==> src/rtl/fbhp_pkg.sv <==
// shared types, constants and cpu code lookup for the fat header parser
`timescale 1ns / 1ps

package fbhp_pkg;

  localparam logic [31:0] FAT_MAGIC = 32'hcafebabe;
  localparam logic [31:0] ABI64_BIT = 32'h01000000;
  localparam int unsigned HEADER_BYTES = 8;
  localparam int unsigned ENTRY_BYTES = 20;
  localparam int unsigned SIZE_W = 40;
  localparam int unsigned POS_W = 5;

  // result status codes
  typedef enum logic [2:0] {
    ST_SLICE_OK     = 3'd0,
    ST_BAD_MAGIC    = 3'd1,
    ST_BAD_COUNT    = 3'd2,
    ST_TOO_SMALL    = 3'd3,
    ST_OUT_OF_BOUND = 3'd4
  } status_t;

  // cpu codes
  localparam logic [3:0] CPU_UNKNOWN = 4'd0;
  localparam logic [3:0] CPU_X86     = 4'd1;
  localparam logic [3:0] CPU_X86_64  = 4'd2;
  localparam logic [3:0] CPU_ARM     = 4'd3;
  localparam logic [3:0] CPU_ARM64   = 4'd4;
  localparam logic [3:0] CPU_PPC     = 4'd5;
  localparam logic [3:0] CPU_PPC64   = 4'd6;
  localparam logic [3:0] CPU_M68K    = 4'd7;
  localparam logic [3:0] CPU_M88K    = 4'd8;
  localparam logic [3:0] CPU_M98K    = 4'd9;
  localparam logic [3:0] CPU_SPARC   = 4'd10;
  localparam logic [3:0] CPU_MIPS    = 4'd11;
  localparam logic [3:0] CPU_HPPA    = 4'd12;
  localparam logic [3:0] CPU_I860    = 4'd13;
  localparam logic [3:0] CPU_VAX     = 4'd14;

  // one accepted input word
  typedef struct packed {
    logic [7:0] data_byte;
    logic       start_req;
  } in_word_t;

  // one result word
  typedef struct packed {
    status_t     status;
    logic [4:0]  slice_index;
    logic [31:0] cpu_type;
    logic [31:0] cpu_subtype;
    logic [31:0] slice_offset;
    logic [31:0] slice_size;
    logic [3:0]  cpu_code;
    logic        is_64bit;
    logic        last;
  } result_t;

  // map a raw cpu type word to its code
  function automatic logic [3:0] cpu_code_of(input logic [31:0] t);
    logic [3:0] code;
    case (t)
      32'd7:              code = CPU_X86;
      32'd7 | ABI64_BIT:  code = CPU_X86_64;
      32'd12:             code = CPU_ARM;
      32'd12 | ABI64_BIT: code = CPU_ARM64;
      32'd18:             code = CPU_PPC;
      32'd18 | ABI64_BIT: code = CPU_PPC64;
      32'd6:              code = CPU_M68K;
      32'd13:             code = CPU_M88K;
      32'd10:             code = CPU_M98K;
      32'd14:             code = CPU_SPARC;
      32'd8:              code = CPU_MIPS;
      32'd11:             code = CPU_HPPA;
      32'd15:             code = CPU_I860;
      32'd1:              code = CPU_VAX;
      default:            code = CPU_UNKNOWN;
    endcase
    return code;
  endfunction

endpackage

==> src/rtl/fbhp_in_reg.sv <==
// input register stage holding one stream word for the parser
`timescale 1ns / 1ps

module fbhp_in_reg
  import fbhp_pkg::*;
(
  input  logic     clk,
  input  logic     rst,
  input  logic     in_valid,
  output logic     in_ready,
  input  in_word_t in_word,
  input  logic     take,
  output logic     held_valid,
  output in_word_t held_word
);

  // free when empty or when the held word leaves this cycle
  assign in_ready = !held_valid || take;

  // valid flag
  always_ff @(posedge clk) begin
    if (rst) begin
      held_valid <= 1'b0;
    end else if (in_ready) begin
      held_valid <= in_valid;
    end
  end

  // payload
  always_ff @(posedge clk) begin
    if (in_ready && in_valid) begin
      held_word <= in_word;
    end
  end

endmodule

==> src/rtl/fbhp_parser.sv <==
// header and slice table parser state with per-byte decode logic
`timescale 1ns / 1ps

module fbhp_parser
  import fbhp_pkg::*;
#(
  parameter int unsigned MAX_SLICES = 32
) (
  input  logic              clk,
  input  logic              rst,
  input  logic              cfg_wr_en,
  input  logic [SIZE_W-1:0] cfg_wr_data,
  input  logic              held_valid,
  input  in_word_t          held_word,
  input  logic              queue_full,
  output logic              take,
  output logic              emit,
  output result_t           result
);

  localparam int unsigned CNT_W = $clog2(MAX_SLICES + 1);
  localparam int unsigned IDX_W = (MAX_SLICES > 1) ? $clog2(MAX_SLICES) : 1;

  typedef enum logic [3:0] {
    PH_IDLE   = 4'b0001,
    PH_HEADER = 4'b0010,
    PH_TABLE  = 4'b0100,
    PH_DONE   = 4'b1000
  } phase_t;

  logic [SIZE_W-1:0] image_size;
  phase_t            phase, phase_next;
  logic [POS_W-1:0]  byte_position, byte_position_next;
  logic [31:0]       shift_word, shift_word_next;
  logic [CNT_W-1:0]  slice_count, slice_count_next;
  logic [IDX_W-1:0]  entry_index, entry_index_next;
  logic [31:0]       held_cpu_type, held_cpu_type_next;
  logic [31:0]       held_subtype, held_subtype_next;
  logic [31:0]       held_offset, held_offset_next;
  logic [31:0]       held_size, held_size_next;

  logic [POS_W-1:0]  pos_cur;
  logic [31:0]       shifted;
  logic [CNT_W-1:0]  count_short;
  logic [SIZE_W-1:0] table_need;
  logic [32:0]       span_end;
  logic              bad_bounds;
  logic              final_entry;
  logic [IDX_W+4:0]  index_wide;

  // consume the held byte whenever the result queue has room
  assign take = held_valid && !queue_full;

  // configuration register
  always_ff @(posedge clk) begin
    if (rst) begin
      image_size <= '0;
    end else if (cfg_wr_en) begin
      image_size <= cfg_wr_data;
    end
  end

  // helpers for the checks
  always_comb begin
    pos_cur     = held_word.start_req ? '0 : byte_position;
    shifted     = held_word.start_req ? {24'd0, held_word.data_byte}
                                      : {shift_word[23:0], held_word.data_byte};
    count_short = shifted[CNT_W-1:0];
    table_need  = SIZE_W'(HEADER_BYTES) + (SIZE_W'(count_short) << 4)
                + (SIZE_W'(count_short) << 2);
    span_end    = {1'b0, held_offset} + {1'b0, held_size};
    bad_bounds  = (SIZE_W'(held_offset) > image_size)
               || (SIZE_W'(held_size) > image_size)
               || (SIZE_W'(span_end) > image_size);
    final_entry = bad_bounds
               || ((CNT_W + 1)'(entry_index) + (CNT_W + 1)'(1)
                   >= (CNT_W + 1)'(slice_count));
    index_wide  = (IDX_W + 5)'(entry_index);
  end

  // per-byte decode
  always_comb begin
    phase_next         = phase;
    byte_position_next = byte_position;
    shift_word_next    = shift_word;
    slice_count_next   = slice_count;
    entry_index_next   = entry_index;
    held_cpu_type_next = held_cpu_type;
    held_subtype_next  = held_subtype;
    held_offset_next   = held_offset;
    held_size_next     = held_size;
    emit               = 1'b0;
    result             = '0;
    result.last        = 1'b1;

    if (take) begin
      if (held_word.start_req) begin
        byte_position_next = '0;
        slice_count_next   = '0;
        entry_index_next   = '0;
        shift_word_next    = '0;
      end

      if (held_word.start_req && (image_size < SIZE_W'(HEADER_BYTES))) begin
        // container cannot even hold the header
        emit          = 1'b1;
        result.status = ST_TOO_SMALL;
        phase_next    = PH_DONE;
      end else if (held_word.start_req || (phase == PH_HEADER)) begin
        shift_word_next = shifted;
        if ((pos_cur == POS_W'(3)) && (shifted != FAT_MAGIC)) begin
          emit          = 1'b1;
          result.status = ST_BAD_MAGIC;
          phase_next    = PH_DONE;
        end else if (pos_cur == POS_W'(7)) begin
          if ((shifted == 32'd0) || (shifted > 32'(MAX_SLICES))) begin
            emit          = 1'b1;
            result.status = ST_BAD_COUNT;
            phase_next    = PH_DONE;
          end else if (image_size < table_need) begin
            emit          = 1'b1;
            result.status = ST_TOO_SMALL;
            phase_next    = PH_DONE;
          end else begin
            slice_count_next   = count_short;
            entry_index_next   = '0;
            byte_position_next = '0;
            phase_next         = PH_TABLE;
          end
        end else begin
          byte_position_next = pos_cur + POS_W'(1);
          phase_next         = PH_HEADER;
        end
      end else if (phase == PH_TABLE) begin
        shift_word_next = shifted;
        case (byte_position)
          POS_W'(3):  held_cpu_type_next = shifted;
          POS_W'(7):  held_subtype_next  = shifted;
          POS_W'(11): held_offset_next   = shifted;
          POS_W'(15): held_size_next     = shifted;
          default: ;
        endcase
        if (byte_position < POS_W'(ENTRY_BYTES - 1)) begin
          byte_position_next = byte_position + POS_W'(1);
        end else begin
          // entry complete: report the slice
          emit                = 1'b1;
          result.status       = bad_bounds ? ST_OUT_OF_BOUND : ST_SLICE_OK;
          result.slice_index  = index_wide[4:0];
          result.cpu_type     = held_cpu_type;
          result.cpu_subtype  = held_subtype;
          result.slice_offset = held_offset;
          result.slice_size   = held_size;
          result.cpu_code     = cpu_code_of(held_cpu_type);
          result.is_64bit     = |(held_cpu_type & ABI64_BIT);
          result.last         = final_entry;
          byte_position_next  = '0;
          if (final_entry) begin
            phase_next = PH_DONE;
          end else begin
            entry_index_next = entry_index + IDX_W'(1);
          end
        end
      end
    end
  end

  // control state
  always_ff @(posedge clk) begin
    if (rst) begin
      phase         <= PH_IDLE;
      byte_position <= '0;
      slice_count   <= '0;
      entry_index   <= '0;
    end else begin
      phase         <= phase_next;
      byte_position <= byte_position_next;
      slice_count   <= slice_count_next;
      entry_index   <= entry_index_next;
    end
  end

  // assembly word and entry fields
  always_ff @(posedge clk) begin
    if (rst) begin
      shift_word    <= '0;
      held_cpu_type <= '0;
      held_subtype  <= '0;
      held_offset   <= '0;
      held_size     <= '0;
    end else begin
      shift_word    <= shift_word_next;
      held_cpu_type <= held_cpu_type_next;
      held_subtype  <= held_subtype_next;
      held_offset   <= held_offset_next;
      held_size     <= held_size_next;
    end
  end

endmodule

==> src/rtl/fbhp_out_queue.sv <==
// two-entry result queue in front of the output stream
`timescale 1ns / 1ps

module fbhp_out_queue
  import fbhp_pkg::*;
(
  input  logic    clk,
  input  logic    rst,
  input  logic    push,
  input  result_t push_word,
  output logic    full,
  output logic    out_valid,
  input  logic    out_ready,
  output result_t out_word
);

  result_t    slots [2];
  logic [1:0] count;
  logic       wr_ptr;
  logic       rd_ptr;
  logic       pop;

  assign full      = (count == 2'd2);
  assign out_valid = (count != 2'd0);
  assign pop       = out_valid && out_ready;
  assign out_word  = slots[rd_ptr];

  // pointers and fill count
  always_ff @(posedge clk) begin
    if (rst) begin
      count  <= '0;
      wr_ptr <= 1'b0;
      rd_ptr <= 1'b0;
    end else begin
      if (push) begin
        wr_ptr <= !wr_ptr;
      end
      if (pop) begin
        rd_ptr <= !rd_ptr;
      end
      case ({push, pop})
        2'b10:   count <= count + 2'd1;
        2'b01:   count <= count - 2'd1;
        default: count <= count;
      endcase
    end
  end

  // storage
  always_ff @(posedge clk) begin
    if (push) begin
      slots[wr_ptr] <= push_word;
    end
  end

endmodule

==> src/rtl/fat_binary_header_parser_core.sv <==
// top level of the fat binary header parser
`timescale 1ns / 1ps

// Parses a fat (universal) binary header fed as a byte stream, one byte per
// word, with tuser marking offset zero of a new container. One byte is taken
// every cycle; each byte passes through an input register and the decode
// against the parser state into a two-deep result queue, which drives the
// output. The input stalls only when two results are waiting in the queue.
// Results come on the last byte of each 20-byte table entry or on the first
// error, which ends the container (tlast high); bytes after that are dropped
// until the next start. The container byte size is written through
// cfg_wr_en/cfg_wr_data; the user must do so only while the stream is idle,
// as the block itself does not enforce this.
module fat_binary_header_parser_core
  import fbhp_pkg::*;
#(
  parameter int unsigned MAX_SLICES = 32
) (
  input  logic          clk,
  input  logic          rst,
  // configuration
  input  logic          cfg_wr_en,
  input  logic [39:0]   cfg_wr_data,    // image_size
  // byte stream in
  input  logic          s_axis_tvalid,
  output logic          s_axis_tready,
  input  logic [7:0]    s_axis_tdata,   // data_byte
  input  logic          s_axis_tuser,   // start_req
  // results out
  output logic          m_axis_tvalid,
  input  logic          m_axis_tready,
  output logic [143:0]  m_axis_tdata,   // slice_index, cpu_type, cpu_subtype,
                                        // slice_offset, slice_size, cpu_code,
                                        // is_64bit, zero fill
  output logic [2:0]    m_axis_tuser,   // status
  output logic          m_axis_tlast    // last
);

  in_word_t in_word;
  in_word_t held_word;
  logic     held_valid;
  logic     take;
  logic     emit;
  logic     queue_full;
  result_t  result;
  result_t  out_word;

  assign in_word.data_byte = s_axis_tdata;
  assign in_word.start_req = s_axis_tuser;

  // input register
  fbhp_in_reg u_in_reg (
    .clk        (clk),
    .rst        (rst),
    .in_valid   (s_axis_tvalid),
    .in_ready   (s_axis_tready),
    .in_word    (in_word),
    .take       (take),
    .held_valid (held_valid),
    .held_word  (held_word)
  );

  // parser
  fbhp_parser #(
    .MAX_SLICES (MAX_SLICES)
  ) u_parser (
    .clk         (clk),
    .rst         (rst),
    .cfg_wr_en   (cfg_wr_en),
    .cfg_wr_data (cfg_wr_data),
    .held_valid  (held_valid),
    .held_word   (held_word),
    .queue_full  (queue_full),
    .take        (take),
    .emit        (emit),
    .result      (result)
  );

  // result queue
  fbhp_out_queue u_out_queue (
    .clk       (clk),
    .rst       (rst),
    .push      (emit),
    .push_word (result),
    .full      (queue_full),
    .out_valid (m_axis_tvalid),
    .out_ready (m_axis_tready),
    .out_word  (out_word)
  );

  // output packing
  assign m_axis_tdata = {6'd0, out_word.is_64bit, out_word.cpu_code,
                         out_word.slice_size, out_word.slice_offset,
                         out_word.cpu_subtype, out_word.cpu_type,
                         out_word.slice_index};
  assign m_axis_tuser = out_word.status;
  assign m_axis_tlast = out_word.last;

endmodule

==> config.mk <==
export PLATFORM = sky130hd
export DESIGN_NAME = fat_binary_header_parser_core
export DESIGN_NICKNAME = d
export VERILOG_FILES = /design/src/rtl/fbhp_pkg.sv /design/src/rtl/fbhp_in_reg.sv /design/src/rtl/fbhp_parser.sv /design/src/rtl/fbhp_out_queue.sv /design/src/rtl/fat_binary_header_parser_core.sv
export SDC_FILE = /design/constraint.sdc
export NUM_CORES = 1
export LEC_CHECK = 0
export ABC_AREA = 1
export BUFFER_PORTS_ARGS = -buffer_cell sky130_fd_sc_hd__buf_2
export CAP_MARGIN = 40
export CORE_UTILIZATION = 50
export CTS_CLUSTER_DIAMETER = 60
export DETAILED_ROUTE_END_ITERATION = 7
export PLACE_DENSITY = 0.73
export SLEW_MARGIN = 20
export SYNTH_ARGS = -nofsm -noshare
export SYNTH_HDL_FRONTEND = slang
export SYNTH_HIERARCHICAL = 1
export SYNTH_SLANG_ARGS = --single-unit
==> constraint.sdc <==
create_clock -name clk -period 19.77 [get_ports clk]
set_clock_uncertainty 0.1 [all_clocks]
set_input_delay 0.9885 -clock clk [delete_from_list [all_inputs] [get_ports clk]]
set_output_delay 0.9885 -clock clk [all_outputs]
set_load 0.01 [all_outputs]
## Word-level counts from Yosys, hierarchy flattened

Memories as Yosys holds them, arrays and structs flattened. A register that Yosys moved wholly into a read port is not among the register bits.
Index checks and enable logic that the tools add are counted.

- Register bits: 234
- RAM bits: 284
- Input port bits: 54
- Logic and storage cells: 155
- Memories: 1

- Add/sub/neg operators: 9
- Magnitude comparators: 8
- Equality and inequality tests: 27
- Mux-type cells: 67
- Bitwise gates (word level): 2
- Reduce and logical (&&, ||, !) cells: 25

Memories:

| name | depth | width | read ports | clocked after memory_dff | wr ports | RTL line | RTL |
|---|---|---|---|---|---|---|---|
| u_out_queue.slots | 2 | 142 | 1 | 1 | 1 | fbhp_out_queue.sv:17 | `result_t slots [2];` |

Operator list:

| cell | number |
|---|---|
| $mux W142 | 3 |
| $mux W139 | 2 |
| $eq A32 B4 Y1 const B | 7 |
| $mux W32 | 5 |
| $eq A32 B25 Y1 const B | 3 |
| $mux W5 | 19 |
| $gt A32 B40 Y1 | 2 |
| $eq A32 B3 Y1 const B | 2 |
| $pmux W4 S14 | 1 |
| $mux W6 | 7 |
| $add A40 B8 Y40 | 1 |
| $gt A33 B40 Y1 | 1 |
| $lt A40 B4 Y1 const B | 1 |
| $lt A40 B40 Y1 | 1 |
| $mux W4 | 9 |
| $add A32 B32 Y33 | 1 |
| $eq A32 B1 Y1 const B | 1 |
| $eq A32 B5 Y1 const B | 1 |
| $gt A32 B6 Y1 const B | 1 |
| $logic_not A32 Y1 | 1 |
| $ne A32 B32 Y1 const B | 1 |
| $reduce_and A5 Y1 | 4 |
| $mux W3 | 6 |
| $add A5 B1 Y5 const B | 3 |
| 24 further kinds | 55 |

## Longest topological paths before layout

Gate-level depths: netlist (run 1).

- Depth after elaboration: 13
- Depth in mapped cells: 30
- Gate-level depth less buffers: 30

## Cells and area by module

Netlist (run 1), hierarchy kept.

Modules (own cells, without submodules):

| module | instances | cells an instance | area an instance (um^2) | sequential area each (um^2) |
|---|---|---|---|---|
| fbhp_parser | 1 | 2175 | 14428.8 | 4244.1 |
| fbhp_out_queue | 1 | 479 | 10806.6 | 8628.3 |
| fbhp_in_reg | 1 | 15 | 317.8 | 290.3 |
| fat_binary_header_parser_core | 1 | 7 | 48.8 | 0.0 |

## Worst setup path after synthesis (run 1)

OpenSTA, ideal clock, no wires.

- Path type: register -> register
- From: register, netlist name u_in_reg/held_word[2]
- To: memory u_out_queue/slots[0][0] (netlist name) (enable)
- Arrival time: 8.802 ns
- Required time: 19.022 ns
- Slack: 10.220 ns
- Stages on the path, launching flop included: 23
- Buffers on the path: 0
- Cell sequence: edfxtp_1 -> ha_1 -> nand3_1 -> nand2_1 -> a21oi_1 -> o21ai_0 -> nand3_1 -> ha_1 -> nand2_1 -> nor2_1 -> nor3_1 -> nand4_1 -> a21oi_1 -> inv_1 -> nand2_2 -> nand2_1 -> nand2_1 -> nor3_1 -> inv_1 -> nand2_1 -> inv_1 -> inv_1 -> nor2_1

- Longest elaborated chain between the ends: 13
- Elaborated cells on any way between the ends: 18

Ends and longest elaborated chain:

| what | RTL line | RTL |
|---|---|---|
| $mux W32 * | fbhp_parser.sv:66 | `shifted = held_word.start_req ? {24'd0, held_word.data_byte}` |
| $add A4 B10 Y11 | fbhp_parser.sv:69 | `table_need = SIZE_W'(HEADER_BYTES) + (SIZE_W'(count_short) << 4)` |
| $add A40 B8 Y40 | fbhp_parser.sv:70 | `+ (SIZE_W'(count_short) << 2);` |
| $lt A40 B40 Y1 | fbhp_parser.sv:120 | `end else if (image_size < table_need) begin` |
| $mux W1 | fbhp_parser.sv:120 |  |
| $mux W1 | fbhp_parser.sv:116 | `if ((shifted == 32'd0) \|\| (shifted > 32'(MAX_SLICES))) begin` |
| $mux W1 | fbhp_parser.sv:115 | `end else if (pos_cur == POS_W'(7)) begin` |
| $mux W1 * | fbhp_parser.sv:111 | `if ((pos_cur == POS_W'(3)) && (shifted != FAT_MAGIC)) begin` |
| $mux W1 * | fbhp_parser.sv:109 | `end else if (held_word.start_req \|\| (phase == PH_HEADER)) begin` |
| $mux W1 * | fbhp_parser.sv:104 | `if (held_word.start_req && (image_size < SIZE_W'(HEADER_BYTES))) begin` |
| $mux W1 * | fbhp_parser.sv:96 | `if (take) begin` |
| net emit | fat_binary_header_parser_core.sv:43 | `logic emit;` |
| $mux W1 * | fbhp_out_queue.sv:51 | `if (push) begin` |
| $mux W1 (implied by the code) * | fbhp_out_queue.sv:52 | `slots[wr_ptr] <= push_word;` |
| to (decl) | fbhp_out_queue.sv:17 |  |

The timed path passes the listed nets; every way through them passes the cells marked *.

## Final worst setup path (run 1)

- From: register, netlist name u_in_reg/held_word[2]
- To: memory u_out_queue/slots[1][64] (netlist name) (enable)

- Longest elaborated chain between the ends: 13
- Elaborated cells on any way between the ends: 18

Ends and longest elaborated chain:

| what | RTL line |
|---|---|
| $mux W32 * | fbhp_parser.sv:66 |
| $add A4 B10 Y11 | fbhp_parser.sv:69 |
| $add A40 B8 Y40 | fbhp_parser.sv:70 |
| $lt A40 B40 Y1 | fbhp_parser.sv:120 |
| $mux W1 | fbhp_parser.sv:120 |
| $mux W1 | fbhp_parser.sv:116 |
| $mux W1 | fbhp_parser.sv:115 |
| $mux W1 * | fbhp_parser.sv:111 |
| $mux W1 * | fbhp_parser.sv:109 |
| $mux W1 * | fbhp_parser.sv:104 |
| $mux W1 * | fbhp_parser.sv:96 |
| net emit | fat_binary_header_parser_core.sv:43 |
| $mux W1 * | fbhp_out_queue.sv:51 |
| $mux W1 (implied by the code) * | fbhp_out_queue.sv:52 |

Marked as above.

==> results of run 1 <==
[cells by family (layout without fill, tap and decap cells)]
group / count (synthesis) / count (layout) / share of synthesized area
adder cells (fa/ha/maj): 155 / 155 / 0.0763
multiplexers: 142 / 142 / 0.0742
other: 1 / 6 / 0.000146
flip-flops: 511 / 511 / 0.514
XOR/XNOR: 37 / 37 / 0.0127
AO/OA/AOI/OAI: 587 / 587 / 0.120
buffers and inverters: 442 / 655 / 0.0704
AND/OR/NAND/NOR: 801 / 801 / 0.132
[how the worst max path moves through the flow]
| stage | to | from | slack, ns | cells after the start |
|---|---|---|---|---|
| 3_5_place_dp | u_out_queue/slots[1][62] | u_in_reg/held_word[2] | 14.47 | 24 |
| 2_1_floorplan | u_out_queue/slots[0][0] | u_in_reg/held_word[2] | 10.22 | 22 |
| 5_1_grt | u_out_queue/slots[1][64] | u_in_reg/held_word[2] | 13.89 | 24 |
| 4_1_cts | u_out_queue/slots[1][64] | u_in_reg/held_word[2] | 14.41 | 24 |
| 3_3_place_gp | u_out_queue/slots[1][62] | u_in_reg/held_word[2] | 14.53 | 23 |
| 6_report | u_out_queue/slots[1][64] | u_in_reg/held_word[2] | 14.45 | 24 |
[sequential cells by signal, indices dropped and copies added, names as in the netlist, named ones only]
name	flops
u_out_queue/count	2
u_in_reg/held_word	9
u_out_queue/rd_ptr	1
u_parser/held_size	32
u_parser/held_offset	32
u_parser/entry_index	5
u_in_reg/held_valid	1
u_parser/shift_word	24
u_out_queue/wr_ptr	1
u_parser/phase	4
u_parser/image_size	40
u_parser/slice_count	6
u_parser/byte_position	5
u_out_queue/slots	284
u_parser/held_subtype	32
u_parser/held_cpu_type	32
[per-layer routing]
| layer | global-route usage | vias up |
|---|---|---|
| met2 | 0.429 | 710 |
| li1 | - | 9436 |
| met3 | 0.0334 | 110 |
| met5 | 0 | - |
| met1 | 0.361 | 9463 |
| met4 | 0.0799 | 0 |
[placed cells by master, fill, tap and decap left out, types with 4 or more instances in the layout]
| cell type | instances |
|---|---|
| sky130_fd_sc_hd__a21o_1 | 5 |
| sky130_fd_sc_hd__a21oi_1 | 303 |
| sky130_fd_sc_hd__a21oi_2 | 4 |
| sky130_fd_sc_hd__a31oi_1 | 5 |
| sky130_fd_sc_hd__buf_12 | 4 |
| sky130_fd_sc_hd__buf_2 | 198 |
| sky130_fd_sc_hd__buf_4 | 16 |
| sky130_fd_sc_hd__bufinv_16 | 4 |
| sky130_fd_sc_hd__clkbuf_1 | 6 |
| sky130_fd_sc_hd__clkbuf_16 | 58 |
| sky130_fd_sc_hd__clkbuf_8 | 4 |
| sky130_fd_sc_hd__clkinv_1 | 10 |
| sky130_fd_sc_hd__clkinv_2 | 8 |
| sky130_fd_sc_hd__conb_1 | 6 |
| sky130_fd_sc_hd__dfxtp_1 | 217 |
| sky130_fd_sc_hd__edfxtp_1 | 293 |
| sky130_fd_sc_hd__ha_1 | 153 |
| sky130_fd_sc_hd__inv_1 | 314 |
| sky130_fd_sc_hd__inv_2 | 9 |
| sky130_fd_sc_hd__inv_4 | 4 |
| sky130_fd_sc_hd__inv_6 | 6 |
| sky130_fd_sc_hd__mux2_2 | 62 |
| sky130_fd_sc_hd__mux2_4 | 80 |
| sky130_fd_sc_hd__nand2_1 | 363 |
| sky130_fd_sc_hd__nand2_2 | 10 |
| sky130_fd_sc_hd__nand3_1 | 51 |
| sky130_fd_sc_hd__nand4_1 | 40 |
| sky130_fd_sc_hd__nor2_1 | 278 |
| sky130_fd_sc_hd__nor2_2 | 4 |
| sky130_fd_sc_hd__nor3_1 | 24 |
| sky130_fd_sc_hd__nor4_1 | 12 |
| sky130_fd_sc_hd__o211ai_1 | 7 |
| sky130_fd_sc_hd__o21a_1 | 6 |
| sky130_fd_sc_hd__o21ai_0 | 228 |
| sky130_fd_sc_hd__o21ai_1 | 5 |
| sky130_fd_sc_hd__o21bai_1 | 7 |
| sky130_fd_sc_hd__xnor2_1 | 15 |
| sky130_fd_sc_hd__xor2_1 | 22 |
[cell type report]
cell class / instances / area [µm²]
fillers: 4257 / 21300
multi-input cells: 1728 / 10700
clock buffers: 68 / 1530
clock inverters: 36 / 377
flip-flops and latches: 511 / 13200
repair buffers: 223 / 1300
inverters: 328 / 1240
well taps: 672 / 841
[power by group through the flow]
stage,Sequential [mW],Combinational [mW],Clock (mW)
after floorplan,1.16,0.125,0
after global placement,1.17,0.171,0
after detailed placement,1.17,0.176,0
after CTS,1.15,0.177,1.07
after global routing,1.15,0.197,1.12
final,1.15,0.179,1.06
[critical path, cell delays in order, from the launching register on]
cell                       delay, ns
sky130_fd_sc_hd__edfxtp_1       0.56
sky130_fd_sc_hd__ha_1           0.43
sky130_fd_sc_hd__nand3_1        0.09
sky130_fd_sc_hd__nand2_1        0.12
sky130_fd_sc_hd__a21oi_1        0.07
sky130_fd_sc_hd__o21ai_0        0.26
sky130_fd_sc_hd__nand3_1        0.12
sky130_fd_sc_hd__ha_1           0.28
sky130_fd_sc_hd__nand2_1        0.09
sky130_fd_sc_hd__nor2_1         0.05
sky130_fd_sc_hd__nor3_1         0.14
sky130_fd_sc_hd__nand4_1        0.12
sky130_fd_sc_hd__a21oi_1        0.23
sky130_fd_sc_hd__inv_1          0.14
sky130_fd_sc_hd__nand2_2        0.12
sky130_fd_sc_hd__nand2_1        0.09
sky130_fd_sc_hd__nand2_1        0.13
sky130_fd_sc_hd__nor3_1         0.07
sky130_fd_sc_hd__inv_1          0.08
sky130_fd_sc_hd__nand2_1        0.04
sky130_fd_sc_hd__inv_1          0.09
sky130_fd_sc_hd__nand2_1        0.11
sky130_fd_sc_hd__inv_6          0.53
sky130_fd_sc_hd__buf_4          0.57
sky130_fd_sc_hd__buf_12         0.30
==> metrics.log, run 1 <==
[metrics] number of cells on the worst hold path: 2
[metrics] transition time of the tightest slew-check pin: between 0.8 and 0.9 ns
[metrics] r2r endpoint: u_out_queue/slots[1][64]
[metrics] WL/cell: 19.3 µm
[metrics] Final Util: 0.578
[metrics] worst-case clock buffer depth: 3
[metrics] most repeated cell in the gate-level netlist after synthesis: sky130_fd_sc_hd__nand2_1
[metrics] number of clock sinks: 511
[metrics] worst reg2reg setup slack: approximately 14 ns
[metrics] largest cells by area after synthesis: sky130_fd_sc_hd__edfxtp_1 (34%), sky130_fd_sc_hd__dfxtp_1 (17%), sky130_fd_sc_hd__ha_1 (7.5%), sky130_fd_sc_hd__a21oi_1 (5.9%), sky130_fd_sc_hd__nand2_1 (5.3%)
[metrics] vias: between 15000 and 20000
[metrics] Clock Latency Late Sink: 0.63 ns
[metrics] H-tree Lvls: 2
[metrics] final worst path period need: around 5.3 ns
[metrics] global placement routability congestion: roughly 0.96
[metrics] number of global-route vias before repair: 19000
[metrics] endpoint required time on the critical path: approximately 20 ns
[metrics] largest net degree at the start of global routing: 95
[metrics] status: finished, final reports clean
[metrics] relative area change from synthesis to final layout: 13.7%
[metrics] Inserted Clock Buffers: 55
[metrics] routed length on met3: 4.34 mm
[metrics] 1st-iter DRT viols: 1934
[metrics] worst-case vdd ir drop: 60.0 µV
[metrics] proportion of layout cells with a drive suffix above 1: 0.173
[metrics] Cell Rows: between 80 and 90
[metrics] number of iterations in the first detailed-routing pass: 6
[metrics] origin of the critical flop-to-flop path: u_in_reg/held_word[2]
[metrics] pre-CTS worst setup slack: about 14 ns
[metrics] area of the mapped netlist: 25600 µm²
[metrics] Post-Route Hold Slack: roughly 0.35 ns
[metrics] type of destination of the critical path: flip-flop
[metrics] die width: roughly 230 µm
[metrics] number of hold violations in the final report: 0
[metrics] final antenna-violating net count: 0
[metrics] proportion of power drawn by the clock network: 0.443
[metrics] critical-path maximum fanout: 70
[metrics] IO Count: 204
[metrics] Crit Path Category: reg -> reg
[metrics] post-route cell area: roughly 29000 µm²
[metrics] Post-Route Setup TNS: 0 ns
[metrics] number of nets at the end of the flow: 3056
[metrics] area fraction of the dominant cell type after synthesis: 0.344
[metrics] Total Die Area: 52100 µm²
[metrics] Std-Cell Core Area: 50400 µm²
[metrics] detailed placer's ending HPWL: 50.0 mm
[metrics] post_cts resized: 0
[metrics] Placed Instances: ~3500
[metrics] Design Power: 2.38 mW
[metrics] Post-route DRC: 0
[metrics] WL final: 69.0 mm
[metrics] end point of the most critical hold path: u_parser/held_subtype[23]
[metrics] Final Non-Filler Cells: 3566
[metrics] GRT Residual Overflow: 0
[metrics] Net Sw Frac: 0.240
[metrics] count of flip-flops with a built-in enable after synthesis: 293
[metrics] total routed wire length on the met1 layer: 30.5 mm
[metrics] arrival time at the worst endpoint: about 5.5 ns
[metrics] Antenna Diode Count: 0
[metrics] number of port buffers: a little under 200
[metrics] share of the cycle needed by the critical path after routing: 0.269
[metrics] number of max-cap violations: 0
[metrics] portion of total power attributed to sequential cells: 0.481
[metrics] sequential element share of the synthesized area: 0.514
[metrics] cell-internal power: 1.81 mW
[metrics] Post-CTS Hold Fix Bufs: 0
[metrics] via density per instance: 5.53
[metrics] flops & latches, synth: 511
[metrics] highest layer used for signal routing: met4
[metrics] count of synthesis-stage warnings from yosys: 6
[metrics] least setup slack across all paths after layout: 14.45 ns
[metrics] sw power: 0.570 mW
[metrics] power per cell area: 81.8 nW/µm²
[metrics] FMAX: around 190 MHz
[metrics] hold wc startpoint: u_parser/held_subtype[23]
[metrics] unrepaired setup endpoints after global routing: false
[metrics] Initial Util: 0.508
[metrics] cell depth of the worst flop-to-flop path: 24
[metrics] reported leakage power: 12.0 nW
[metrics] hold crit path type: reg -> reg
[metrics] worst max-slew margin expressed relative to the limit: 0.439
[metrics] CTS root buf: sky130_fd_sc_hd__clkbuf_16
[metrics] dominant register cell in the synthesized netlist: sky130_fd_sc_hd__edfxtp_1
[metrics] cell type with the largest total area after synthesis: sky130_fd_sc_hd__edfxtp_1
[metrics] Routed met2 length: 32.2 mm
[metrics] clock-pin transition on the worst setup and hold timing paths: 0.06 ns
[metrics] Cell variety after synth: 58
[metrics] list of most frequent post-synthesis cells: sky130_fd_sc_hd__nand2_1 (364), sky130_fd_sc_hd__inv_1 (315), sky130_fd_sc_hd__a21oi_1 (303), sky130_fd_sc_hd__edfxtp_1 (293), sky130_fd_sc_hd__nor2_1 (280)
[metrics] global-route wire length before repair: 107 mm
[metrics] Finish-stage setup viols: 0
[metrics] DP Area: 27200 µm²
[metrics] CTS tree: built
[metrics] Overall Global Routing Usage: 0.262
[metrics] combinational power share: 0.075
[metrics] Gate Count Post-Synth: 2676
[metrics] Post CTS Setup Buffer Count: 0
[metrics] startpoint class of the critical path: flip-flop
[metrics] initial antenna violation count: 0
[metrics] Chip Height: 228 µm
[metrics] Max Transition Viols Final: 0
[metrics] Mapped Avg Cell Area: 9.57 µm²
[metrics] async set-or-reset flop fraction in the synthesized netlist: 0
No activity file was read; power rests on OpenSTA's default activity.
==> run 2: changes to the inputs <==
--- a/config.mk
+++ b/config.mk
@@ -5,13 +5,13 @@
 export SDC_FILE = /design/constraint.sdc
 export NUM_CORES = 1
 export LEC_CHECK = 0
-export ABC_AREA = 1
+export ABC_AREA = 0
 export BUFFER_PORTS_ARGS = -buffer_cell sky130_fd_sc_hd__buf_2
 export CAP_MARGIN = 40
 export CORE_UTILIZATION = 50
 export CTS_CLUSTER_DIAMETER = 60
 export DETAILED_ROUTE_END_ITERATION = 7
-export PLACE_DENSITY = 0.73
+export PLACE_DENSITY = 0.74
 export SLEW_MARGIN = 20
 export SYNTH_ARGS = -nofsm -noshare
 export SYNTH_HDL_FRONTEND = slang
==> constraint.sdc (replaced) <==
create_clock -name clk -period 5.57 [get_ports clk]
set_clock_uncertainty 0.1 [all_clocks]
set_input_delay 0.2785 -clock clk [delete_from_list [all_inputs] [get_ports clk]]
set_output_delay 0.2785 -clock clk [all_outputs]
set_load 0.01 [all_outputs]
==> run 2 against run 1 <==
  * Design area shrank 0.27%
  * Total power grew to 3.6 times the previous value
  * Critical path depth fell by 1
  * Final cell count shrank 9.8%
  * Global-route usage down 0.28 points
  * Synthesized cell count decreased by 15%
  * Die area is 3.3% lower
==> metrics.log, run 2 <==
[metrics] status: finished, final reports clean (unchanged)
[metrics] share of the cycle needed by the critical path after routing: 0.957 (was 0.269)
[metrics] number of nets at the end of the flow: 2712 (was 3056)
[metrics] most frequent cell on the critical path: sky130_fd_sc_hd__ha_1 (was sky130_fd_sc_hd__nand2_1)
[metrics] sequential element share of the synthesized area: 0.532 (was 0.514)
[metrics] number of global-route vias before repair: 17800 (was 19000)
[metrics] Critical-path top delay cell: sky130_fd_sc_hd__or3b_2 (was sky130_fd_sc_hd__buf_4)
[metrics] Finish-stage setup viols: 0 (unchanged)
[metrics] Std-Cell Core Area: 48800 µm² (was 50400 µm²)
[metrics] startpoint class of the critical path: flip-flop (unchanged)
[metrics] area fraction of the dominant cell type after synthesis: 0.356 (was 0.344)
[metrics] worst max-slew margin expressed relative to the limit: 0.434 (was 0.439)
[metrics] largest incremental delay on the critical path: 0.48 ns (was 0.57 ns)
[metrics] origin of the critical flop-to-flop path: u_parser/held_size[0] (was u_in_reg/held_word[2])
[metrics] most repeated cell in the gate-level netlist after synthesis: sky130_fd_sc_hd__nand2_1 (unchanged)
[metrics] proportion of layout cells with a drive suffix above 1: 0.204 (was 0.173)
[metrics] count of flip-flops with a built-in enable after synthesis: 293 (unchanged)
[metrics] detailed placer's ending HPWL: 45.8 mm (was 50.0 mm)
[metrics] clock-pin transition on the worst setup and hold timing paths: 0.06 ns (about the same)
[metrics] WL final: 66.0 mm (was 69.0 mm)
[metrics] global placement routability congestion: 0.961 (was 0.960)
[metrics] global-route wire length before repair: 101 mm (was 107 mm)
[metrics] number of port buffers: 197 (unchanged)
[metrics] count of synthesis-stage warnings from yosys: 6 (unchanged)
[metrics] number of flip-flops under the largest register name: 284 (unchanged)
[metrics] die width: 224 µm (was 228 µm)
[metrics] Cell Rows: 81 (was 82)
[metrics] top register by number of flip-flops: u_out_queue/slots (unchanged)
[metrics] power per cell area: 294 nW/µm² (was 81.8 nW/µm²)
[metrics] largest cells by area after synthesis: sky130_fd_sc_hd__edfxtp_1 (36%), sky130_fd_sc_hd__dfxtp_1 (18%), sky130_fd_sc_hd__ha_1 (7.7%), sky130_fd_sc_hd__mux2_2 (6.5%), sky130_fd_sc_hd__nand2_1 (4.6%) (was sky130_fd_sc_hd__edfxtp_1 (34%), sky130_fd_sc_hd__dfxtp_1 (17%), sky130_fd_sc_hd__ha_1 (7.5%), sky130_fd_sc_hd__a21oi_1 (5.9%), sky130_fd_sc_hd__nand2_1 (5.3%))
[metrics] Cell variety after synth: 85 (was 58)
[metrics] IO Count: 204 (unchanged)
[metrics] WL/cell: 20.5 µm (was 19.3 µm)
[metrics] flops & latches, synth: 511 (unchanged)
[metrics] worst-case vdd ir drop: 281 µV (was 60.0 µV)
[metrics] final worst path period need: 5.33 ns (was 5.32 ns)
[metrics] transition time of the tightest slew-check pin: 0.847 ns (was 0.841 ns)
[metrics] hold wc startpoint: s_axis_tdata[3] (was u_parser/held_subtype[23])
[metrics] Initial Util: 0.507 (was 0.508)
[metrics] Max Transition Viols Final: 0 (unchanged)
[metrics] number of max-cap violations: 0 (unchanged)
[metrics] number of hold violations in the final report: 0 (unchanged)
[metrics] cell type with the largest total area after synthesis: sky130_fd_sc_hd__edfxtp_1 (unchanged)
[metrics] H-tree Lvls: 2 (unchanged)
[metrics] most common cell after layout, fill and taps aside: sky130_fd_sc_hd__nand2_1 (unchanged)
[metrics] Chip Height: 224 µm (was 228 µm)
[metrics] async set-or-reset flop fraction in the synthesized netlist: 0 (unchanged)
[metrics] Inserted Clock Buffers: 55 (unchanged)
[metrics] leading cell types in the layout, fill and taps excluded: sky130_fd_sc_hd__nand2_1 (301), sky130_fd_sc_hd__edfxtp_1 (293), sky130_fd_sc_hd__dfxtp_1 (217) (was sky130_fd_sc_hd__nand2_1 (363), sky130_fd_sc_hd__inv_1 (314), sky130_fd_sc_hd__a21oi_1 (303))
[metrics] Mapped Avg Cell Area: 10.9 µm² (was 9.57 µm²)
[metrics] Total Die Area: 50400 µm² (was 52100 µm²)
[metrics] Clock Latency Late Sink: 0.63 ns (about the same)
[metrics] number of clock sinks: 511 (unchanged)
[metrics] Post-route DRC: 0 (unchanged)
[metrics] via density per instance: 5.74 (was 5.53)
[metrics] CTS tree: built (unchanged)
[metrics] type of destination of the critical path: flip-flop (unchanged)
[metrics] critical path launch point: u_parser/held_size[0] (was u_in_reg/held_word[2])
[metrics] initial antenna violation count: 0 (unchanged)
[metrics] GRT Residual Overflow: 0 (unchanged)
[metrics] vias: 18500 (was 19700)
[metrics] arrival time at the worst endpoint: 5.77 ns (was 5.51 ns)
[metrics] FMAX: 188 MHz (about the same)
[metrics] dominant register cell in the synthesized netlist: sky130_fd_sc_hd__edfxtp_1 (unchanged)
[metrics] final antenna-violating net count: 0 (unchanged)
[metrics] Crit Path Category: reg -> reg (unchanged)
[metrics] Gate Count Post-Synth: 2278 (was 2676)
[metrics] 1st-iter DRT viols: 1654 (was 1934)
[metrics] relative area change from synthesis to final layout: 17.4% (was 13.7%)
[metrics] number of iterations in the first detailed-routing pass: 8 (was 6)
[metrics] largest net degree at the start of global routing: 110 (was 95)
[metrics] hold crit path type: in -> reg (was reg -> reg)
[metrics] critical-path cell list: ha_1 > inv_1 > fa_2 > nor2b_2 > o31a_1 > o31ai_4 > a21oi_2 > o211ai_1 > a21oi_1 > or2_2 > a41oi_2 > xnor2_1 > ha_1 > nand4_1 > nor3_2 > or3b_2 > o22ai_2 > nor3b_2 > o22ai_4 > a2111oi_4 > buf_4 > a2111o_1 > o31ai_2 (was ha_1 > nand3_1 > nand2_1 > a21oi_1 > o21ai_0 > nand3_1 > ha_1 > nand2_1 > nor2_1 > nor3_1 > nand4_1 > a21oi_1 > inv_1 > nand2_2 > nand2_1 > nand2_1 > nor3_1 > inv_1 > nand2_1 > inv_1 > nand2_1 > inv_6 > buf_4 > buf_12)
[metrics] biggest registers after layout: u_out_queue/slots: 284 flops, u_parser/image_size: 40 flops (unchanged)
[metrics] worst-case clock buffer depth: 3 (unchanged)
[metrics] pre-CTS worst setup slack: -0.100 ns (was 14.47 ns)
[metrics] Overall Global Routing Usage: 0.259 (was 0.262)
[metrics] endpoint required time on the critical path: 6.01 ns (was 19.96 ns)
[metrics] area of the mapped netlist: 24700 µm² (was 25600 µm²)
[metrics] critical-path maximum fanout: 9 (was 70)
[metrics] CTS root buf: sky130_fd_sc_hd__clkbuf_16 (unchanged)
[metrics] Post-Route Hold Slack: 0.264 ns (was 0.350 ns)
[metrics] least setup slack across all paths after layout: 0.242 ns (was 14.45 ns)
[metrics] Final Util: 0.595 (was 0.578)
[metrics] list of most frequent post-synthesis cells: sky130_fd_sc_hd__nand2_1 (301), sky130_fd_sc_hd__edfxtp_1 (293), sky130_fd_sc_hd__dfxtp_1 (218), sky130_fd_sc_hd__a21oi_1 (211), sky130_fd_sc_hd__ha_1 (153) (was sky130_fd_sc_hd__nand2_1 (364), sky130_fd_sc_hd__inv_1 (315), sky130_fd_sc_hd__a21oi_1 (303), sky130_fd_sc_hd__edfxtp_1 (293), sky130_fd_sc_hd__nor2_1 (280))
[metrics] reported leakage power: 12.3 nW (was 12.0 nW)
## run 2: cell families (layout without fill, tap and decap cells)
family | after synthesis | in the layout | synth area share
other cells | 1 | 7 | 0.000152
mux | 182 | 182 | 0.0808
flops | 511 | 511 | 0.532
compound gates | 415 | 415 | 0.106
fa+ha+maj | 155 | 155 | 0.0790
buf+inv | 199 | 466 | 0.0351
simple gates | 773 | 773 | 0.152
xor+xnor | 42 | 42 | 0.0149
## run 2: routing by layer
layer	GRT usage	vias up	share of wire
met3	0.0384	116	0.062
met1	0.352	8954	0.43
li1	-	8693	-
met4	0.0788	0	0.028
met2	0.427	693	0.48
met5	0	-	0
## run 2: final cells by class
type | count | area (µm²)
Clock inverter | 36 | 452
Timing Repair Buffer | 299 | 2070
Antenna cell | 1 | 2.50
Clock buffer | 68 | 1460
Sequential cell | 511 | 13200
Multi-Input combinational cell | 1573 | 10800
Fill cell | 4016 | 19800
Tap cell | 664 | 831
Inverter | 63 | 236
## run 2: worst max-delay path, delay by kind of cell, from the launching register on
| family | cells | cell delay [ns] |
|---|---|---|
| AO/OA/AOI/OAI | 11 | 2.33 |
| flip-flops | 1 | 0.33 |
| XOR/XNOR | 1 | 0.09 |
| AND/OR/NAND/NOR | 6 | 1.40 |
| adder cells (fa/ha/maj) | 3 | 0.71 |
| buffers and inverters | 2 | 0.26 |
## run 2: worst paths after layout
check                              to  slack (ns)  depth (start not counted)
max reg2reg   u_parser/entry_index[0]        0.24                         23
max           u_parser/entry_index[0]        0.24                         23
min             u_in_reg/held_word[4]        0.26                          2
min reg2reg  u_parser/held_subtype[8]        0.35                          2
## run 2: report_power, final
group / switching [mW] / total, mW / internal, mW
combinational: 0.376 / 0.669 / 0.294
sequential: 0.0665 / 4.08 / 4.01
clock: 1.57 / 3.79 / 2.21
## run 2: timing repair
action / 4_1_cts / 5_1_grt
endpoints found under the setup margin: 7 / 9
hold buffers: 53 / 0
pin swaps: 1 / 8
buffers inserted: 0 / 4
resized for setup: 2 / 11
endpoints found under the hold margin: 73 / 0
## run 2: stage by stage
stage	total power [mW]	cells	cell area (µm²)	setup TNS, ns
5_1_grt	8.80	3214	29000	-0.00131
6_report	8.53	3215	29000	0
2_1_floorplan	4.57	2283	24800	0
3_3_place_gp	4.76	3040	26300	0
3_5_place_dp	4.78	3050	26500	-0.343
4_1_cts	8.58	3207	28900	0
==> run 3: changes to the inputs <==
--- a/config.mk
+++ b/config.mk
@@ -8,6 +8,7 @@
 export ABC_AREA = 0
 export BUFFER_PORTS_ARGS = -buffer_cell sky130_fd_sc_hd__buf_2
 export CAP_MARGIN = 40
+export CORE_MARGIN = 1.5
 export CORE_UTILIZATION = 50
 export CTS_CLUSTER_DIAMETER = 60
 export DETAILED_ROUTE_END_ITERATION = 7
==> run 3 against run 2 <==
  * Non-clock buffer count fell by 5
  * Total power fell by 1.7%
  * Wire length fell by 0.46%
  * Via count fell by 0.39%
  * Core utilization fell by 0.32 points
  * Combinational power rose by 0.6%
  * Critical path depth did not move
  * Fmax fell by 0.25%
  * Sequential power barely moved
  * Clock power fell by 4%
  * Setup slack got worse by 0.014 ns
  * Critical endpoint unchanged
  * Final cell count fell by 0.25%
==> metrics.log, run 3 (same netlist as run 2, synthesis figures left out) <==
[metrics] proportion of layout cells with a drive suffix above 1: 0.199 (was 0.204)
[metrics] Antenna Diode Count: 0 (was 1)
[metrics] leading cell types in the layout, fill and taps excluded: sky130_fd_sc_hd__nand2_1 (301), sky130_fd_sc_hd__edfxtp_1 (293), sky130_fd_sc_hd__dfxtp_1 (217) (unchanged)
[metrics] critical-path cell list: ha_1 > inv_1 > fa_1 > nor2b_1 > o31a_1 > o31ai_4 > a21oi_2 > o211ai_1 > a21boi_1 > nor2_1 > o41ai_2 > xor2_1 > ha_1 > nand4_1 > nor3_4 > or3b_2 > o22ai_1 > nor3b_2 > o22ai_4 > a2111oi_4 > buf_4 > a2111o_1 > o31ai_2 (was ha_1 > inv_1 > fa_2 > nor2b_2 > o31a_1 > o31ai_4 > a21oi_2 > o211ai_1 > a21oi_1 > or2_2 > a41oi_2 > xnor2_1 > ha_1 > nand4_1 > nor3_2 > or3b_2 > o22ai_2 > nor3b_2 > o22ai_4 > a2111oi_4 > buf_4 > a2111o_1 > o31ai_2)
[metrics] Chip Height: 225 µm (was 224 µm)
[metrics] top register by number of flip-flops: u_out_queue/slots (unchanged)
[metrics] pre-CTS worst setup slack: -0.0537 ns (was -0.100 ns)
[metrics] number of nets at the end of the flow: 2706 (was 2712)
[metrics] detailed placer's ending HPWL: 45.6 mm (was 45.8 mm)
[metrics] buffering stage count on the worst path with inverters included: 2 (unchanged)
[metrics] # fillers: 4026 (was 4016)
[metrics] endpoint required time on the critical path: 5.99 ns (was 6.01 ns)
[metrics] CTS root buf: sky130_fd_sc_hd__clkbuf_16 (unchanged)
[metrics] biggest registers after layout: u_out_queue/slots: 284 flops, u_parser/image_size: 40 flops (unchanged)
[metrics] IO Count: 204 (unchanged)
[metrics] largest net degree at the start of global routing: 99 (was 110)
[metrics] most frequent cell on the critical path: sky130_fd_sc_hd__ha_1 (unchanged)
[metrics] Post-Route Setup TNS: 0 ns (unchanged)
[metrics] Post-route DRC: 0 (unchanged)
[metrics] Finish-stage setup viols: 0 (unchanged)
[metrics] Inserted Clock Buffers: 54 (was 55)
[metrics] Crit Path Category: reg -> reg (unchanged)
[metrics] worst-case clock buffer depth: 3 (unchanged)
[metrics] initial antenna violation count: 0 (unchanged)
[metrics] via density per instance: 5.73 (was 5.74)
[metrics] Clock Latency Late Sink: 0.61 ns (was 0.63 ns)
[metrics] final antenna-violating net count: 0 (unchanged)
[metrics] number of clock sinks: 511 (unchanged)
[metrics] post-route cell area: 28900 µm² (was 29000 µm²)
[metrics] 1st-iter DRT viols: 1619 (was 1654)
[metrics] number of iterations in the first detailed-routing pass: 6 (was 8)
[metrics] reported leakage power: 12.2 nW (was 12.3 nW)
[metrics] hold crit path type: in -> reg (unchanged)
[metrics] Critical-path top delay cell: sky130_fd_sc_hd__or3b_2 (unchanged)
[metrics] H-tree Lvls: 2 (unchanged)
[metrics] die width: 225 µm (was 224 µm)
[metrics] Overall Global Routing Usage: 0.256 (was 0.259)
[metrics] least setup slack across all paths after layout: 0.228 ns (was 0.242 ns)
[metrics] GRT Residual Overflow: 0 (unchanged)
[metrics] type of destination of the critical path: flip-flop (unchanged)
[metrics] delay-heaviest family, CP: compound AO/OA/AOI/OAI gates (unchanged)
[metrics] number of max-cap violations: 0 (unchanged)
[metrics] WL/cell: 20.5 µm (about the same)
[metrics] largest incremental delay on the critical path: 0.46 ns (was 0.48 ns)
[metrics] WL final: 65.7 mm (was 66.0 mm)
[metrics] most common cell after layout, fill and taps aside: sky130_fd_sc_hd__nand2_1 (unchanged)
[metrics] status: finished, final reports clean (unchanged)
[metrics] number of port buffers: 197 (unchanged)
[metrics] Std-Cell Core Area: 48800 µm² (unchanged)
[metrics] final worst path period need: 5.34 ns (was 5.33 ns)
[metrics] FMAX: 187 MHz (was 188 MHz)
[metrics] power per cell area: 290 nW/µm² (was 294 nW/µm²)
[metrics] CTS tree: built (unchanged)
[metrics] number of flip-flops under the largest register name: 284 (unchanged)
[metrics] worst max-slew margin expressed relative to the limit: 0.395 (was 0.434)
[metrics] global placement routability congestion: 0.981 (was 0.961)
[metrics] worst reg2reg setup slack: 0.23 ns (was 0.24 ns)
[metrics] share of the cycle needed by the critical path after routing: 0.959 (was 0.957)
[metrics] transition time of the tightest slew-check pin: 0.906 ns (was 0.847 ns)
[metrics] relative area change from synthesis to final layout: 16.7% (was 17.4%)
[metrics] Max Transition Viols Final: 0 (unchanged)
[metrics] number of global-route vias before repair: 18000 (was 17800)
[metrics] arrival time at the worst endpoint: 5.77 ns (about the same)
[metrics] worst-case vdd ir drop: 256 µV (was 281 µV)
[metrics] DP Area: 26400 µm² (was 26500 µm²)
[metrics] vias: 18400 (was 18500)
[metrics] critical-path maximum fanout: 9 (unchanged)
[metrics] Initial Util: 0.507 (unchanged)
[metrics] startpoint class of the critical path: flip-flop (unchanged)
[metrics] clock-pin transition on the worst setup and hold timing paths: 0.06 ns (about the same)
[metrics] unrepaired setup endpoints after global routing: false
[metrics] Total Die Area: 50800 µm² (was 50400 µm²)
[metrics] Cell Rows: 81 (unchanged)
[metrics] global-route wire length before repair: 101 mm (about the same)
[metrics] number of hold violations in the final report: 0 (unchanged)
-- run 3: area by class of cell --
| type | instances | area (µm²) | share of cell area |
|---|---|---|---|
| Multi-Input combinational cell | 1573 | 10800 | 0.374 |
| Clock inverter | 33 | 364 | 0.0126 |
| Timing Repair Buffer | 294 | 2020 | 0.0700 |
| Clock buffer | 69 | 1460 | 0.0505 |
| Sequential cell | 511 | 13200 | 0.456 |
| Inverter | 63 | 236 | 0.00819 |
| Tap cell | 664 | 831 | 0.0288 |
-- run 3: per-stage QoR --
step | util | hold slack, ns | std cells | power (mW)
2_1_floorplan | - | 0.241 | 2283 | 4.57
3_3_place_gp | 0.537 | 0.340 | 3037 | 4.77
3_5_place_dp | 0.540 | 0.344 | 3044 | 4.79
4_1_cts | 0.588 | 0.236 | 3199 | 8.44
5_1_grt | 0.591 | 0.256 | 3207 | 8.65
6_report | 0.591 | 0.276 | 3207 | 8.39
-- run 3: worst paths after layout --
| check | startpoint | cells past startpoint | endpoint |
|---|---|---|---|
| max reg2reg | u_parser/held_size[0] | 23 | u_parser/entry_index[0] |
| min | s_axis_tdata[2] | 2 | u_in_reg/held_word[3] |
| min reg2reg | u_parser/held_subtype[8] | 2 | u_parser/held_subtype[8] |
| max | u_parser/held_size[0] | 23 | u_parser/entry_index[0] |
-- run 3: layer usage --
| metal | GRT usage | wire length [µm] |
|---|---|---|
| met1 | 0.344 | 28700 |
| met4 | 0.0989 | 2430 |
| met5 | 0 | 0 |
| met3 | 0.0428 | 4230 |
| met2 | 0.412 | 30400 |
-- run 3: report_power, final --
| part | internal, mW | total, mW | switching [mW] |
|---|---|---|---|
| Clock | 2.11 | 3.64 | 1.53 |
| Combinational | 0.294 | 0.673 | 0.379 |
| Sequential | 4.01 | 4.08 | 0.0667 |
| Total | 6.41 | 8.39 | 1.97 |
-- run 3: repair_timing --
item / in CTS / in global routing
pin swaps: 1 / 5
cloned: 0 / 0
hold buffers: 53 / 0
hold endpoints to repair: 98 / 0
setup endpoints to repair: 1 / 11
gates resized for setup: 0 / 11
buffers inserted: 0 / 3
